File: src/hw/rtl/vpvg_pkg.sv
// Shared types and constants of the vanishing point vote grid.
`timescale 1ns / 1ps

package vpvg_pkg;

   localparam int COORD_W = 10;
   localparam int CFG_W = 7;
   localparam int VOTE_W = 11;
   localparam int DIFF_W = 11;
   localparam int PROD_W = 22;
   localparam int CROSS_W = 22;
   localparam int NUM_W = 23;
   localparam int PT_W = 36;
   localparam int DIV_W = CFG_W + CROSS_W;
   localparam int SEG_W = 4 * COORD_W;
   localparam int ANG_W = 31;
   localparam int TAN5_Q20 = 91739;
   localparam int TAN10_Q20 = 184892;
   localparam int Q20_SHIFT = 20;

   localparam logic [VOTE_W-1:0] VOTE_MAX = 11'd2047;
   localparam logic [CFG_W-1:0] CELL_WIDTH_RESET = 7'd19;
   localparam logic [CFG_W-1:0] CELL_HEIGHT_RESET = 7'd15;

   localparam logic REG_CELL_WIDTH = 1'b0;
   localparam logic REG_CELL_HEIGHT = 1'b1;

   typedef enum logic [4:0] {
      ST_CLEAR, ST_IDLE, ST_DECIDE, ST_RD, ST_DIFF, ST_MUL1, ST_CROSS, ST_MUL2,
      ST_POINT, ST_CHECK, ST_DIV, ST_VADDR, ST_VRD, ST_VWR, ST_NEXT, ST_SCAN,
      ST_TAIL, ST_RESP
   } state_type;

   typedef struct packed {
      logic load;
      logic frame_init;
      logic div_init;
      logic div_step;
      logic vote_wr;
      logic pair_next;
      logic clear_wr;
      logic scan_rd;
      logic frame_clear;
   } cmd_type;

   typedef struct packed {
      logic addr_last;
      logic vote_ok;
      logic cross_zero;
      logic in_range;
      logic div_done;
      logic pair_last;
   } status_type;

endpackage

File: src/hw/rtl/vpvg_ctrl.sv
// Sequencing state machine of the vanishing point vote grid.
`timescale 1ns / 1ps

module vpvg_ctrl (
   input  logic                 clock,
   input  logic                 reset,
   input  logic                 start,
   input  logic                 frame_last,
   input  vpvg_pkg::status_type status,
   output vpvg_pkg::cmd_type    cmd,
   output logic                 busy,
   output logic                 rsp_valid
);

   vpvg_pkg::state_type state_ff, state_in;

   always_ff @(posedge clock) begin
      if (reset) begin
         state_ff <= vpvg_pkg::ST_CLEAR;
      end else begin
         state_ff <= state_in;
      end
   end

   always_comb begin
      state_in = state_ff;
      unique case (state_ff)
         vpvg_pkg::ST_CLEAR: begin
            if (status.addr_last) state_in = vpvg_pkg::ST_IDLE;
         end
         vpvg_pkg::ST_IDLE: begin
            if (start && frame_last) state_in = vpvg_pkg::ST_DECIDE;
         end
         vpvg_pkg::ST_DECIDE: begin
            state_in = status.vote_ok ? vpvg_pkg::ST_RD : vpvg_pkg::ST_SCAN;
         end
         vpvg_pkg::ST_RD:    state_in = vpvg_pkg::ST_DIFF;
         vpvg_pkg::ST_DIFF:  state_in = vpvg_pkg::ST_MUL1;
         vpvg_pkg::ST_MUL1:  state_in = vpvg_pkg::ST_CROSS;
         vpvg_pkg::ST_CROSS: state_in = vpvg_pkg::ST_MUL2;
         vpvg_pkg::ST_MUL2: begin
            state_in = status.cross_zero ? vpvg_pkg::ST_NEXT : vpvg_pkg::ST_POINT;
         end
         vpvg_pkg::ST_POINT: state_in = vpvg_pkg::ST_CHECK;
         vpvg_pkg::ST_CHECK: begin
            state_in = status.in_range ? vpvg_pkg::ST_DIV : vpvg_pkg::ST_NEXT;
         end
         vpvg_pkg::ST_DIV: begin
            if (status.div_done) state_in = vpvg_pkg::ST_VADDR;
         end
         vpvg_pkg::ST_VADDR: state_in = vpvg_pkg::ST_VRD;
         vpvg_pkg::ST_VRD:   state_in = vpvg_pkg::ST_VWR;
         vpvg_pkg::ST_VWR:   state_in = vpvg_pkg::ST_NEXT;
         vpvg_pkg::ST_NEXT: begin
            state_in = status.pair_last ? vpvg_pkg::ST_SCAN : vpvg_pkg::ST_RD;
         end
         vpvg_pkg::ST_SCAN: begin
            if (status.addr_last) state_in = vpvg_pkg::ST_TAIL;
         end
         vpvg_pkg::ST_TAIL: state_in = vpvg_pkg::ST_RESP;
         vpvg_pkg::ST_RESP: state_in = vpvg_pkg::ST_IDLE;
         default:            state_in = vpvg_pkg::ST_IDLE;
      endcase
   end

   always_comb begin
      cmd = '0;
      busy = 1'b1;
      rsp_valid = 1'b0;
      unique case (state_ff)
         vpvg_pkg::ST_CLEAR: cmd.clear_wr = 1'b1;
         vpvg_pkg::ST_IDLE: begin
            busy = 1'b0;
            cmd.load = start;
         end
         vpvg_pkg::ST_DECIDE: cmd.frame_init = 1'b1;
         vpvg_pkg::ST_CHECK:  cmd.div_init = 1'b1;
         vpvg_pkg::ST_DIV:    cmd.div_step = 1'b1;
         vpvg_pkg::ST_VWR:    cmd.vote_wr = 1'b1;
         vpvg_pkg::ST_NEXT:   cmd.pair_next = 1'b1;
         vpvg_pkg::ST_SCAN:   cmd.scan_rd = 1'b1;
         vpvg_pkg::ST_RESP: begin
            cmd.frame_clear = 1'b1;
            rsp_valid = 1'b1;
         end
         default: begin
         end
      endcase
   end

endmodule

File: config.mk
export PLATFORM = sky130hd
export DESIGN_NAME = vpvg_ctrl
export DESIGN_NICKNAME = d
export VERILOG_FILES = /design/src/hw/rtl/vpvg_pkg.sv /design/src/hw/rtl/vpvg_ctrl.sv
export SDC_FILE = /design/constraint.sdc
export NUM_CORES = 1
export LEC_CHECK = 0
export BUFFER_PORTS_ARGS = -buffer_cell sky130_fd_sc_hd__buf_4
export CAP_MARGIN = 20
export CELL_PAD_IN_SITES_DETAIL_PLACEMENT = 0
export CELL_PAD_IN_SITES_GLOBAL_PLACEMENT = 1
export CORE_AREA = 2 2 47 49
export CTS_CLUSTER_DIAMETER = 80
export CTS_CLUSTER_SIZE = 28
export DETAILED_ROUTE_END_ITERATION = 8
export DIE_AREA = 0 0 49 51
export PLACE_DENSITY_LB_ADDON = 0.1
export SLEW_MARGIN = 20
export SYNTH_ARGS = -nofsm -noshare
export SYNTH_HDL_FRONTEND = slang
export SYNTH_SLANG_ARGS = --single-unit
File: constraint.sdc
create_clock -name clock -period 1.64 [get_ports clock]
set_input_delay 0.164 -clock clock [delete_from_list [all_inputs] [get_ports clock]]
set_output_delay 0.164 -clock clock [all_outputs]
set_load 0.01 [all_outputs]
==> results of run 1 <==
-- kinds of logic after synthesis --
| group | after synthesis | synth area share (%) |
|---|---|---|
| AO/OA/AOI/OAI | 18 | 25.60 |
| buffers and inverters | 10 | 9.178 |
| AND/OR/NAND/NOR | 37 | 45.89 |
| flip-flops | 5 | 19.32 |
-- power groups by stage --
stage | clock network [mW] | logic, mW | registers, mW
after floorplan | 0 | 0.518 | 0.199
after global placement | 0 | 0.837 | 0.225
after detailed placement | 0 | 0.837 | 0.224
after CTS | 0.154 | 0.854 | 0.226
after global routing | 0.163 | 0.958 | 0.254
final | 0.151 | 0.873 | 0.246
-- through the flow --
step	area [µm²]	instances	TNS [ns]	util, %
after floorplan	518.0	70	0	-
after global placement	753.2	123	0	36.51
after detailed placement	753.2	123	0	36.51
after CTS	790.8	127	0	38.33
after global routing	812.0	127	-0.03090	39.36
final	812.0	127	0	39.36
-- final timing paths --
kind / to / slack, ns / depth (start not counted)
hold reg to reg: state_ff[1] / 0.69 / 3
hold / removal: state_ff[1] / 0.12 / 2
setup reg to reg: state_ff[1] / 0.02 / 4
setup / recovery: state_ff[1] / 0.02 / 4
-- repair_timing --
item / 4_1_cts / 5_1_grt
endpoints found under the setup margin: 3 / 5
setup buffers: 0 / 0
pin swaps: 0 / 1
resized for setup: 3 / 7
hold endpoints to repair: 0 / 0
-- cell type report --
cell class	instances	area [µm²]	share of cell area, %
sequential	5	106.4	13.10
tap	28	35.03	4.314
inverter	4	15.01	1.849
multi-input combinational	55	392.9	48.38
clock buffer	4	26.28	3.236
timing repair buffer	31	236.5	29.12
-- critical path: stages, from the launching register on --
cell      delay (ns)
dfxtp_2         0.33
or4_4           0.53
a211o_1         0.29
and3_4          0.17
a221oi_2        0.22
-- per-layer routing --
| metal | wire (µm) | GRT usage, % |
|---|---|---|
| met1 | 787 | 18.15 |
| met2 | 763 | 20.32 |
| met3 | 32 | 2.047 |
| met4 | 23 | 5.714 |
| met5 | 0 | 0 |
-- cells in the final DEF (no fill, tap or decap), types with 3 or more instances in the layout --
cell type and n:
nand2b_1 3, nand2_1 4, nand4_1 3, clkbuf_4 3, a21oi_1 5, nor2_1 5, buf_4 30
==> impl_metrics.json, run 1 <==
{
  "grt_max_degree": 11,
  "drtAntennaViolNets": 0,
  "ys_types": 37,
  "drc_errors": 0,
  "core_area_mm2": 0.002063,
  "arrival_ns": 1.78,
  "area_growth_pct": 56.76,
  "final_nets": 110,
  "cts_max_path_buffers": 2,
  "total_power_mw": 1.269,
  "track_usage_pct": 13.17,
  "drive_gt1_share_pct": 48.48,
  "powerDensity_mw_per_mm2": 1563,
  "via_count": 648,
  "setup_viol": 0,
  "final_hold_viol_count": 0,
  "largestRegisters": "state_ff (5)",
  "die_h_um": 51,
  "grt_pass1_wl_mm": 2.539,
  "cts_tree": "built",
  "leakagePower_nw": 0.3467,
  "clk_latency_ns": 0.25,
  "setup.worst_path.end_class": "flip-flop",
  "max-vdd-ir-drop_mv": 0.7428,
  "antennaDiodeCount": 0,
  "rsz0062_at_grt": "yes",
  "setup_ws_ns": 0.01665,
  "worstSetupPathType": "flip-flop to flip-flop",
  "syn_nets": 80,
  "die_width_um": 49,
  "synthTopCellsByCount": "a21oi_1, dfxtp_1, nor2_1, nand2_1, nand2b_1",
  "place.gp.congestion": 0.7839,
  "crit_path_start": "state_ff[2]",
  "skew_ns": 0.005464,
  "critPathLaunchType": "flip-flop",
  "routed_via_density": 5.102,
  "synthesis.area_um2": 518.0,
  "slew_headroom_pct": 81.39,
  "cts_buffers": 3,
  "ys_ff_latch": 5,
  "avgRoutedWirePerCell_um": 12.65,
  "fin_crit_sh_pct": 98.99,
  "max_freq_ghz": 0.6160,
  "p_seq_share_pct": 19.3,
  "crit_required_ns": 1.80,
  "dr.pass1.iters": 4,
  "rr_startpoint": "state_ff[2]",
  "avgSynthCellArea_um2": 7.400,
  "synth_edf_count": 0,
  "p_int_mw": 0.7441,
  "whs_ns": 0.1210,
  "ctsHtreeMaxLevel": 1,
  "clkTransAtPathRegs_ns": 0.05,
  "hpwl_mm": 1.268,
  "first_iter_violations": 9,
  "dominantRegCellSynth": "dfxtp_1",
  "start_util_pct": 25.11,
  "yosysTopAreaCellShare_pct": 19.32,
  "numPortBuffers": 20,
  "cap_violations": 0,
  "ys_async_sr_fraction_pct": 0,
  "dp_slack_ns": 0.03584,
  "antenna_found_initial": 0,
  "hold_start": "reset",
  "switching_share_pct": 41.39,
  "p_sw_mw": 0.5254,
  "grt_pass1_vias": 567,
  "core.rowCount": 17,
  "design.die.area_mm2": 0.002499,
  "largest-register": "state_ff",
  "p_comb_share_pct": 68.8,
  "hp-class": "primary input to flip-flop",
  "ys_seq_area_share_pct": 19.32,
  "status": "finished, final reports clean",
  "yosys.area.top_type": "dfxtp_1",
  "largest_register_ffs": 5,
  "finalWirelength_mm": 1.606,
  "worst_pin_slew_ns": 0.2778,
  "fillCellCount": 229,
  "synth_cells": 70,
  "min_period_ns": 1.623,
  "clockPowerShare_pct": 11.9,
  "yosys_warnings": 0,
  "root_buffer": "clkbuf_4",
  "worstPathMaxFanout": 4,
  "gr-total-overflow": 0,
  "io_pins": 21,
  "synthTopCellsByArea": "dfxtp_1, a21oi_1, nand2b_1",
  "postCtsHoldBufs": 0,
  "slew_violations": 0,
  "cts_sinks": 5
}
Note: power is estimated with default switching activity, not from simulation.
==> run 2: changes to the inputs <==
MAX_ROUTING_LAYER = met4   (was not set)
==> run 2 against run 1 <==
Routed wire length decreased by 0.12%. Sequential power about the same. Combinational power about the same. Critical path type unchanged.
==> impl_metrics.json, run 2 (same netlist as run 1, synthesis figures left out) <==
{
  "status": "finished, final reports clean",
  "setup_ws_ns": 0.01282,
  "place.gp.congestion": 0.7948,
  "io_pins": 21,
  "cts_buffers": 3,
  "path_buf_inv": 0,
  "min_period_ns": 1.627,
  "cts_tree": "built",
  "finalWirelength_mm": 1.604,
  "worst_pin_slew_ns": 0.2742,
  "largestRegisters": "state_ff (5)",
  "whs_ns": 0.1199,
  "routed_via_density": 5.087,
  "grt_pass1_wl_mm": 2.532,
  "die_h_um": 51,
  "r2r.worst_path.cells": 4,
  "slew_violations": 0,
  "leakagePower_nw": 0.3467,
  "hp-class": "primary input to flip-flop",
  "skew_ns": 0.005962,
  "hpwl_mm": 1.268,
  "dr.pass1.iters": 4,
  "setup_viol": 0,
  "total_power_mw": 1.272,
  "p_seq_share_pct": 19.3,
  "avgRoutedWirePerCell_um": 12.63,
  "antenna_found_initial": 0,
  "first_iter_violations": 9,
  "fillCellCount": 229,
  "multi_input_area_um2": 392.9,
  "start_util_pct": 25.11,
  "core.rowCount": 17,
  "slowest_delay_ns": 0.53,
  "max_freq_ghz": 0.6146,
  "placedCellCount": 123,
  "antennaDiodeCount": 0,
  "powerDensity_mw_per_mm2": 1567,
  "cap_violations": 0,
  "regArea_um2": 106.4,
  "p_int_mw": 0.7442,
  "setup.worst_path.end_class": "flip-flop",
  "core_area_mm2": 0.002063,
  "numPortBuffers": 20,
  "grt_max_degree": 11,
  "largest_register_ffs": 5,
  "fin_util_pct": 39.36,
  "cts_max_path_buffers": 2,
  "gr-total-overflow": 0,
  "finalNonFillerCells": 127,
  "rsz0062_at_grt": "yes",
  "worstPathMaxFanout": 4,
  "clkTransAtPathRegs_ns": 0.05,
  "layout_commonest_cell": "buf_4",
  "drtAntennaViolNets": 0,
  "postCtsSetupBuffers": 0,
  "grt_pass1_vias": 565,
  "p_comb_share_pct": 68.8,
  "hold_depth": 2,
  "slew_headroom_pct": 81.64,
  "crit_required_ns": 1.80,
  "max-vdd-ir-drop_mv": 0.7435,
  "drive_gt1_share_pct": 48.48,
  "die_width_um": 49,
  "cp_slowest_cell": "or4_4",
  "drc_errors": 0,
  "clockPowerShare_pct": 11.9,
  "critPathLaunchType": "flip-flop",
  "area_growth_pct": 56.76,
  "critPathTopFamily": "simple AND/OR/NAND/NOR gates",
  "dp_slack_ns": 0.03584,
  "mostFrequentLayoutCells": "buf_4, nor2_1, a21oi_1, nand2_1",
  "worstSetupPathType": "flip-flop to flip-flop",
  "clk_latency_ns": 0.25,
  "switching_share_pct": 41.51,
  "arrival_ns": 1.79,
  "fin_crit_sh_pct": 99.22,
  "track_usage_pct": 13.53,
  "path_cells": "or4_4 -> a211o_1 -> and3_4 -> a221oi_2",
  "final_nets": 110,
  "p_sw_mw": 0.5281,
  "worst-path-stages": 4,
  "design.die.area_mm2": 0.002499,
  "final_hold_viol_count": 0,
  "root_buffer": "clkbuf_4",
  "largest-register": "state_ff",
  "cts_sinks": 5,
  "via_count": 646,
  "ctsHtreeMaxLevel": 1
}
## run 2: path summary, 6_finish.rpt
path / startpoint / to / slack [ns]
setup / recovery: state_ff[2] / state_ff[1] / 0.01
hold / removal: reset / state_ff[1] / 0.12
setup reg to reg: state_ff[2] / state_ff[1] / 0.01
hold reg to reg: state_ff[0] / state_ff[1] / 0.69
## run 2: layout make-up
| type | count | area share [%] |
|---|---|---|
| Timing Repair Buffer | 31 | 29.12 |
| Sequential cell | 5 | 13.10 |
| Clock buffer | 4 | 3.236 |
| Tap cell | 28 | 4.314 |
| Inverter | 4 | 1.849 |
| Multi-Input combinational cell | 55 | 48.38 |
## run 2: per-stage QoR
step	setup TNS, ns	area [µm²]
6_report	0	812.0
3_3_place_gp	0	753.2
2_1_floorplan	0	518.0
4_1_cts	0	790.8
3_5_place_dp	0	753.2
5_1_grt	-0.03090	812.0
## run 2: what timing repair did
item,4_1_cts,5_1_grt
pin swaps,0,1
hold buffers,0,0
resized for setup,3,7
endpoints found under the setup margin,3,5
## run 2: worst register-to-register path, stage by stage (launching register included)
cell	delay, ns
dfxtp_2	0.33
or4_4	0.53
a211o_1	0.29
and3_4	0.17
a221oi_2	0.22
## run 2: power groups by stage
stage | clock network [mW] | logic (mW) | registers, mW
after floorplan | 0 | 0.518 | 0.199
after global placement | 0 | 0.837 | 0.225
after detailed placement | 0 | 0.837 | 0.224
after CTS | 0.154 | 0.854 | 0.226
after global routing | 0.163 | 0.958 | 0.254
final | 0.152 | 0.875 | 0.246
## run 2: metal layers
metal | wire length (µm) | track usage (%) | part of all wire [%] | vias to the layer above
met5 | 0 | - | 0 | -
met4 | 23 | 5.714 | 1.4 | 0
met3 | 25 | 2.047 | 1.6 | 2
met2 | 798 | 20.32 | 50 | 10
met1 | 757 | 18.15 | 47 | 310
li1 | - | - | - | 324
